File: config.mk
export PLATFORM = sky130hd
export DESIGN_NAME = base64_stream_encoder_flat
export DESIGN_NICKNAME = d
export VERILOG_FILES = /design/src/rtl/core/b64e_pkg.sv /design/src/rtl/core/b64e_if.sv /design/src/rtl/core/b64e_front.sv /design/src/rtl/core/b64e_queue.sv /design/src/rtl/core/b64e_back.sv /design/src/rtl/core/base64_stream_encoder.sv /design/src/flat_wrapper.sv
export SDC_FILE = /design/constraint.sdc
export NUM_CORES = 1
export LEC_CHECK = 0
export CORE_MARGIN = 8
export CORE_UTILIZATION = 35
export DETAILED_ROUTE_END_ITERATION = 8
export DONT_BUFFER_PORTS = 1
export GPL_ROUTABILITY_DRIVEN = 0
export GPL_TIMING_DRIVEN = 0
export PLACE_DENSITY_LB_ADDON = 0.1
export RECOVER_POWER = 25
export SYNTH_ARGS = -nofsm -noshare
export SYNTH_HDL_FRONTEND = slang
export SYNTH_HIERARCHICAL = 1
export SYNTH_SLANG_ARGS = --single-unit
File: constraint.sdc
create_clock -name clk -period 3.1 [get_ports clk]
set_input_delay 0.155 -clock clk [delete_from_list [all_inputs] [get_ports clk]]
set_output_delay 0.155 -clock clk [all_outputs]
set_load 0.05 [all_outputs]
File: src/rtl/core/b64e_pkg.sv
// Package for the base64 stream encoder: group record, status record,
// padding and alphabet lookup. No dependencies.
package b64e_pkg;

	localparam int unsigned GROUP_CHARS = 4;
	localparam logic [6:0]  PAD_CHAR    = 7'd61;

	// One closed group, left aligned in 24 bits, with its byte count (1 to 3)
	typedef struct packed {
		logic [23:0] bits;
		logic [1:0]  nbytes;
		logic        last;
	} grp_t;

	// Queue status seen by front and back
	typedef struct packed {
		logic not_full;
		logic not_empty;
	} q_stat_t;

	// Map one sextet to its ASCII character in the standard alphabet
	function automatic logic [6:0] b64_char(input logic [5:0] v);
		logic [6:0] w;
		w = {1'b0, v};
		if (v < 6'd26) begin
			return 7'(w + 7'd65);
		end else if (v < 6'd52) begin
			return 7'(w + 7'd71);
		end else if (v < 6'd62) begin
			return 7'(w - 7'd4);
		end else if (v == 6'd62) begin
			return 7'd43;
		end else begin
			return 7'd47;
		end
	endfunction

endpackage

File: src/rtl/core/b64e_if.sv
// Valid/ready channel interfaces for the base64 stream encoder:
// the byte channel in and the character channel out. No dependencies.
interface b64e_byte_if;
	logic       valid;
	logic       ready;
	logic [7:0] data_byte;
	logic       final_byte;

	modport source (output valid, output data_byte, output final_byte, input ready);
	modport sink   (input valid, input data_byte, input final_byte, output ready);
endinterface

interface b64e_char_if;
	logic       valid;
	logic       ready;
	logic [6:0] char_code;
	logic       group_end;
	logic       message_end;

	modport source (output valid, output char_code, output group_end, output message_end,
		input ready);
	modport sink   (input valid, input char_code, input group_end, input message_end,
		output ready);
endinterface

File: src/rtl/core/b64e_front.sv
// Front end: accepts bytes, holds up to two, and closes a group on the third
// or final byte. Depends on b64e_pkg and b64e_byte_if.
module b64e_front import b64e_pkg::*; (
	input  logic             clk,
	input  logic             arst_n,
	b64e_byte_if.sink        byte_ch,
	input  q_stat_t          stat,
	output logic             push,
	output grp_t             push_grp
);

	logic [15:0] pend_q;
	logic [1:0]  cnt_q;
	logic [1:0]  cnt_eff;
	logic        take;
	logic        close;

	assign byte_ch.ready = stat.not_full;
	assign take          = byte_ch.valid & byte_ch.ready;
	// a count of three cannot occur; treat it as two
	assign cnt_eff       = (cnt_q == 2'd3) ? 2'd2 : cnt_q;
	assign close         = byte_ch.final_byte | (cnt_eff == 2'd2);
	assign push          = take & close;

	// Pack the closing group left aligned
	always_comb begin
		push_grp.last   = byte_ch.final_byte;
		push_grp.nbytes = 2'(cnt_eff + 2'd1);
		case (cnt_eff)
			2'd0:    push_grp.bits = {byte_ch.data_byte, 16'h0000};
			2'd1:    push_grp.bits = {pend_q[15:8], byte_ch.data_byte, 8'h00};
			default: push_grp.bits = {pend_q, byte_ch.data_byte};
		endcase
	end

	// Hold pending bytes; clear the count when a group closes
	always_ff @(posedge clk or negedge arst_n) begin
		if (!arst_n) begin
			pend_q <= '0;
			cnt_q  <= '0;
		end else if (take) begin
			if (close) begin
				pend_q <= '0;
				cnt_q  <= '0;
			end else begin
				if (cnt_eff == 2'd0) begin
					pend_q <= {byte_ch.data_byte, 8'h00};
				end else begin
					pend_q <= {pend_q[15:8], byte_ch.data_byte};
				end
				cnt_q <= 2'(cnt_eff + 2'd1);
			end
		end
	end

endmodule

File: src/rtl/core/b64e_queue.sv
// Short group queue between front and back, a ring of registers with a
// fill count. Depends on b64e_pkg.
module b64e_queue import b64e_pkg::*; #(
	parameter int unsigned DEPTH = 2
) (
	input  logic    clk,
	input  logic    arst_n,
	input  logic    push,
	input  grp_t    push_grp,
	input  logic    pop,
	output grp_t    head,
	output q_stat_t stat
);

	localparam int unsigned PTR_W = (DEPTH > 1) ? $clog2(DEPTH) : 1;
	localparam int unsigned CNT_W = $clog2(DEPTH + 1);
	localparam logic [PTR_W-1:0] LAST_PTR = PTR_W'(DEPTH - 1);
	localparam logic [CNT_W-1:0] FULL_CNT = CNT_W'(DEPTH);

	grp_t             slot_q [DEPTH];
	logic [PTR_W-1:0] wr_q;
	logic [PTR_W-1:0] rd_q;
	logic [CNT_W-1:0] cnt_q;

	assign head           = slot_q[rd_q];
	assign stat.not_full  = (cnt_q != FULL_CNT);
	assign stat.not_empty = (cnt_q != '0);

	// Write the entry at the tail
	always_ff @(posedge clk) begin
		if (push) begin
			slot_q[wr_q] <= push_grp;
		end
	end

	// Advance pointers and fill count
	always_ff @(posedge clk or negedge arst_n) begin
		if (!arst_n) begin
			wr_q  <= '0;
			rd_q  <= '0;
			cnt_q <= '0;
		end else begin
			if (push) begin
				wr_q <= (wr_q == LAST_PTR) ? '0 : PTR_W'(wr_q + 1'b1);
			end
			if (pop) begin
				rd_q <= (rd_q == LAST_PTR) ? '0 : PTR_W'(rd_q + 1'b1);
			end
			if (push && !pop) begin
				cnt_q <= CNT_W'(cnt_q + 1'b1);
			end else if (pop && !push) begin
				cnt_q <= CNT_W'(cnt_q - 1'b1);
			end
		end
	end

endmodule

File: src/rtl/core/b64e_back.sv
// Back end: walks the head group one character a cycle into an output register
// while char_ch.ready allows, padding short groups. Depends on b64e_pkg and b64e_char_if.
module b64e_back import b64e_pkg::*; (
	input  logic         clk,
	input  logic         arst_n,
	input  grp_t         head,
	input  q_stat_t      stat,
	output logic         pop,
	b64e_char_if.source  char_ch
);

	logic [1:0] idx_q;
	logic       valid_q;
	logic [6:0] code_q;
	logic       gend_q;
	logic       mend_q;
	logic       load;
	logic [5:0] sextet;
	logic [6:0] code;
	logic       is_last_char;

	assign char_ch.valid       = valid_q;
	assign char_ch.char_code   = code_q;
	assign char_ch.group_end   = gend_q;
	assign char_ch.message_end = mend_q;

	assign load         = stat.not_empty & (~valid_q | char_ch.ready);
	assign is_last_char = (idx_q == 2'(GROUP_CHARS - 1));
	assign pop          = load & is_last_char;

	// Pick the sextet for the current place
	always_comb begin
		case (idx_q)
			2'd0:    sextet = head.bits[23:18];
			2'd1:    sextet = head.bits[17:12];
			2'd2:    sextet = head.bits[11:6];
			default: sextet = head.bits[5:0];
		endcase
	end

	// Places beyond the byte count carry padding
	assign code = (idx_q > head.nbytes) ? PAD_CHAR : b64_char(sextet);

	// Advance the place counter as characters load
	always_ff @(posedge clk or negedge arst_n) begin
		if (!arst_n) begin
			idx_q   <= '0;
			valid_q <= 1'b0;
		end else begin
			if (load) begin
				idx_q <= 2'(idx_q + 2'd1);
			end
			if (load) begin
				valid_q <= 1'b1;
			end else if (char_ch.ready) begin
				valid_q <= 1'b0;
			end
		end
	end

	// Output payload register
	always_ff @(posedge clk) begin
		if (load) begin
			code_q <= code;
			gend_q <= is_last_char;
			mend_q <= is_last_char & head.last;
		end
	end

endmodule

File: src/rtl/core/base64_stream_encoder.sv
// Channel   | Dir | Payload                              | Accept
// byte_ch   | in  | data_byte[7:0], final_byte           | valid & ready
// char_ch   | out | char_code[6:0], group_end, message_end | valid & ready
//
// A byte is taken while byte_ch.ready is high; a group of up to three bytes leaves
// as four characters, one per cycle from the output register while char_ch.ready
// allows, so a full stream is limited by the single-character output port.
// Reset clears the pending bytes, the queue pointers and count, and the output valid flag.
// byte_ch.ready drops only while the group queue is full; the back end stalls
// on char_ch.ready without holding up the front until the queue fills.
// Top level of the base64 stream encoder. Depends on b64e_pkg, b64e_if,
// b64e_front, b64e_queue and b64e_back.
module base64_stream_encoder import b64e_pkg::*; #(
	parameter int unsigned QUEUE_DEPTH = 2
) (
	input  logic        clk,
	input  logic        arst_n,
	b64e_byte_if.sink   byte_ch,
	b64e_char_if.source char_ch
);

	q_stat_t stat;
	logic    push;
	grp_t    push_grp;
	logic    pop;
	grp_t    head;

	b64e_front u_front (
		.clk      (clk),
		.arst_n   (arst_n),
		.byte_ch  (byte_ch),
		.stat     (stat),
		.push     (push),
		.push_grp (push_grp)
	);

	b64e_queue #(
		.DEPTH (QUEUE_DEPTH)
	) u_queue (
		.clk      (clk),
		.arst_n   (arst_n),
		.push     (push),
		.push_grp (push_grp),
		.pop      (pop),
		.head     (head),
		.stat     (stat)
	);

	b64e_back u_back (
		.clk     (clk),
		.arst_n  (arst_n),
		.head    (head),
		.stat    (stat),
		.pop     (pop),
		.char_ch (char_ch)
	);

`ifndef SYNTHESIS
	// no group enters a full queue
	a_push_not_full: assert property (@(posedge clk) disable iff (!arst_n)
		push |-> stat.not_full)
		else $error("group pushed into full queue");

	// no group leaves an empty queue
	a_pop_not_empty: assert property (@(posedge clk) disable iff (!arst_n)
		pop |-> stat.not_empty)
		else $error("group popped from empty queue");

	// a group popped this cycle shows its fourth character next cycle
	a_pop_group_end: assert property (@(posedge clk) disable iff (!arst_n)
		pop |=> (char_ch.valid && char_ch.group_end))
		else $error("pop without group end on output");

	// message end only on a group end
	a_mend_in_group: assert property (@(posedge clk) disable iff (!arst_n)
		(char_ch.valid && char_ch.message_end) |-> char_ch.group_end)
		else $error("message end off a group end");
`endif

endmodule

File: src/flat_wrapper.sv
// flat-port wrapper written by rule: the top's interface ports become plain ports
module base64_stream_encoder_flat import b64e_pkg::*;
#(
	parameter int unsigned QUEUE_DEPTH = 2
)
  (clk, arst_n, byte_ch_valid, byte_ch_data_byte, byte_ch_final_byte, byte_ch_ready, char_ch_valid, char_ch_char_code, char_ch_group_end, char_ch_message_end, char_ch_ready);
  b64e_byte_if byte_ch_i ();
  b64e_char_if char_ch_i ();
  input  logic clk;
  input  logic arst_n;
  input wire logic [$bits(byte_ch_i.valid)-1:0] byte_ch_valid;
  input wire logic [$bits(byte_ch_i.data_byte)-1:0] byte_ch_data_byte;
  input wire logic [$bits(byte_ch_i.final_byte)-1:0] byte_ch_final_byte;
  output wire logic [$bits(byte_ch_i.ready)-1:0] byte_ch_ready;
  output wire logic [$bits(char_ch_i.valid)-1:0] char_ch_valid;
  output wire logic [$bits(char_ch_i.char_code)-1:0] char_ch_char_code;
  output wire logic [$bits(char_ch_i.group_end)-1:0] char_ch_group_end;
  output wire logic [$bits(char_ch_i.message_end)-1:0] char_ch_message_end;
  input wire logic [$bits(char_ch_i.ready)-1:0] char_ch_ready;
  assign byte_ch_i.valid = byte_ch_valid;
  assign byte_ch_i.data_byte = byte_ch_data_byte;
  assign byte_ch_i.final_byte = byte_ch_final_byte;
  assign byte_ch_ready = byte_ch_i.ready;
  assign char_ch_valid = char_ch_i.valid;
  assign char_ch_char_code = char_ch_i.char_code;
  assign char_ch_group_end = char_ch_i.group_end;
  assign char_ch_message_end = char_ch_i.message_end;
  assign char_ch_i.ready = char_ch_ready;
  base64_stream_encoder #(.QUEUE_DEPTH(QUEUE_DEPTH)) u_core (.clk(clk), .arst_n(arst_n), .byte_ch(byte_ch_i), .char_ch(char_ch_i));
endmodule
==> metrics.md <==
| Metric | Value |
|---|---|
| Status | finished with violations |
| Failing checks | capacitance limit, slew limit |
| CTS Buf Count | 9 |
| Fin crit share | 95.3% |
| Total Routing Usage GR | 13.1% |
| Synth async-reset ratio | 28.4% |
| WL/cell | 19.3 um |
| Mapped Area | 4540 um2 |
| Core box area | 12600 um2 |
| Most frequent cell after synthesis | edfxtp_1 |
| Die Y | 130 um |
| Die X | 130 um |
| RSZ-0062 raised after global routing | false |
| Area post-placement | 4760 um2 |
| Vias in the first global route | 2683 |
| Initial antenna violation count | 0 |
| Crit path max-delay family | compound AO/OA/AOI/OAI gates |
| Initial Util | 35.9% |
| Pleak | 0.00197 uW |
| # DRC | 0 |
| Routed Antenna Nets | 0 |
| Post-synth EDFFs | 63 |
| Ranking of synthesized cells by area | edfxtp_1, dfrtp_1, mux2_4, mux2_2, ha_1 |
| Largest net degree at the start of global routing | 28 |
| Overall power | 6330 uW |
| WP buf/inv | 4 |
| Max-slew violations | 26 |
| Slew HR | -5.73% |
| Final Util | 41.0% |
| Area share of the largest cell type after synthesis | 41.7% |
| Max Fclk | 338 MHz |
| Largest stage delay on the critical path | 380 ps |
| Share of power burned in registers | 34.1% |
| Clock Skew | 8.62 ps |
| Design Area, Final | 5180 um2 |
| Maximum vdd drop | 0.405 mV |
| CTS clk-pin slew, worst paths | 60 ps |
| Endpoints failing hold | 0 |
| Pwr Density | 1220 nW/um2 |
| Sw Share | 40.2% |
| CTS tree | yes |
| CP cell instances | buf_6 > buf_12 > mux2_4 > a21oi_1 > a32o_2 > clkinv_4 > ha_1 > buf_6 > a221oi_4 > a311oi_1 > o32a_1 |
| IO Pins | 24 |
| Worst Max-Slew Pin Slew | 1590 ps |
| Clock share of power | 18.2% |
| Layout cell share with drive strength beyond 1 | 26.0% |
| # rows | 41 |
| Skew-Pair Late Insertion Delay | 350 ps |
| P&R area growth vs syn | 14.1% |
| Setup TNS | 0 ps |
| Synth Warn # | 6 |
| Final setup margin | 146 ps |
| CP max stage cell | a221oi_4 |
| Via Count | 2712 |
| Synth area leader | edfxtp_1 |
| Unique masters post-synth | 59 |
| # diodes | 0 |
| Worst Path Max Fanout | 10 |
| Worst slack, placed | 82.2 ps |
| CTS Sinks | 88 |
| CTS Buffer Depth | 2 |
| H-Tree Depth | 3 |
| Sequential share of the synthesized area | 55.5% |
| Total wire length | 10.2 mm |
| FF+latch count, synth | 88 |
| Crit path kind | reg -> reg |
| Max Cap Viol | 1 |
| Net Sw Power | 2540 uW |
| DP HPWL | 6.99 mm |
| Mean post-synth cell area | 13.7 um2 |
| Critical Path Sink Type | register |
| Critical path's most frequent cell | buf_6 |
| Die area | 16900 um2 |
| Vias per cell | 5.12 |
| Final setup violation count | 0 |
| Starting DRC count in detailed routing | 172 |
| Internal Dissipation | 3780 uW |
| Fin crit period | 2950 ps |
| Comb pwr share | 47.7% |
| Synth Instances | 330 |
| Nets | 376 |
| First-pass DRT Iterations | 4 |
| Clock root cell | clkbuf_16 |
| Worst endpoint required time | 3190 ps |
| Hold crit path type | in -> reg |
| Top FF cell, synth | edfxtp_1 |
| Startpoint types | register |
| Syn nets | 353 |
| First-pass GRT wire length | 16.0 mm |
| Global-route congestion overflow total | 0 |
| Synth cell count leaders | edfxtp_1, dfrtp_1, mux2_4, nand2_1 |
| Port bufs | 0 |
| Arrival @ worst endpoint | 3050 ps |
## power groups by stage
stage / registers [uW] / clock network, uW / logic [uW]
CTS: 2160 / 1190 / 3030
detailed placement: 2180 / 0 / 2990
global route: 2180 / 1240 / 3310
finish: 2160 / 1150 / 3020
floorplan: 2120 / 0 / 2370
global placement: 2170 / 0 / 2970
## layout by cell type (no fill, tap or decap), types with 3 or more instances in the layout
cell	netlist	layout
a22o_1	8	8
edfxtp_1	63	63
nand3_1	9	9
nand2b_1	4	4
nor2_1	5	5
mux2_4	19	19
xor2_1	5	5
nand2_1	19	19
clkbuf_1	5	9
and2_1	10	9
xnor2_1	3	3
inv_1	16	16
dlygate4sd3_1	0	10
buf_2	5	5
buf_4	4	3
clkbuf_16	0	9
or4bb_1	8	8
o2bb2ai_1	8	8
mux2i_1	3	3
a31oi_1	3	3
nor2_4	3	3
nor3_1	4	4
ha_1	10	10
inv_2	3	3
mux2_2	16	16
a21bo_2	8	8
o211ai_1	9	9
buf_6	5	5
a21oi_1	7	7
a32o_2	4	4
dfrtp_1	25	25
## worst paths after layout
path	startpoint	endpoint	slack, ps	cells after the start
setup / recovery	u_core/u_queue/rd_q	u_core/u_back/char_ch.char_code[2]	150	11
hold / removal	char_ch_ready	u_core/u_back/char_ch.valid	20	2
setup reg to reg	u_core/u_queue/rd_q	u_core/u_back/char_ch.char_code[2]	150	11
hold reg to reg	u_core/u_queue/cnt_q[1]	u_core/u_queue/cnt_q[1]	480	1
max in group asynchronous	arst_n	u_core/u_queue/cnt_q[1]	1430	2
min in group asynchronous	arst_n	u_core/u_front/pend_q[12]	750	2
## repair_timing
action,4_1_cts,5_1_grt
hold buffers,11,0
endpoints found under the setup margin,0,1
resized for setup,0,1
endpoints found under the hold margin,39,0
buffers inserted,0,1
## worst register-to-register path: cells and delay by family, from the launching register on
| kind | cells | cell delay [ps] |
|---|---|---|
| AO/OA/AOI/OAI | 5 | 1220 |
| adder cells (fa/ha/maj) | 1 | 210 |
| buffers and inverters | 4 | 590 |
| flip-flops | 1 | 370 |
| multiplexers | 1 | 300 |
## through the flow
step                cells  hold WS, ps
floorplan             330         -141
global placement      502         -139
detailed placement    502         -139
CTS                   529         19.9
global route          530         23.4
finish                530         22.0
## kinds of logic (layout without fill, tap and decap cells)
logic type / after synthesis / in the layout / share of synthesized area (%)
AOI/OAI and AO/OA: 72 / 72 / 14.1
xor gates and xnor gates: 8 / 8 / 1.54
adders and majority gates: 10 / 10 / 2.76
buffers and inverters: 41 / 69 / 5.52
DFF: 88 / 88 / 55.5
muxes: 38 / 38 / 10.9
and+or+nand+nor: 73 / 73 / 9.68
## flip-flops by register name, summed over array words and instances (netlist names)
register,count
u_core/u_queue/wr_q,1
u_core/u_queue/rd_q,1
u_core/u_queue/slot_q,54
u_core/u_back/char_ch.message_end,1
u_core/u_back/char_ch.group_end,1
u_core/u_back/char_ch.valid,1
u_core/u_front/pend_q,16
u_core/u_back/idx_q,2
u_core/u_queue/cnt_q,2
u_core/u_front/cnt_q,2
u_core/u_back/char_ch.char_code,7
## per-layer routing
layer  vias up  wire length (um)  part of all wire [%]  GRT usage [%]
met5         -                 0                     0              0
met4         0               141                   1.4           5.12
met3         9               463                   4.5           3.63
met2        66              4860                    48           20.1
met1      1346              4750                    46           17.1
li1       1291                 -                     -              -
## final cells by class
class                      instances  area (um2)
clock buffer                      10         229
timing repair buffer              12         111
fill                            1237        7440
multi-input combinational        201        1780
inverter                          20        80.1
buffer                            21         163
sequential                        88        2520
tap                              172         215
clock inverter                     6        83.8
Power figures use the tool's default switching activity.
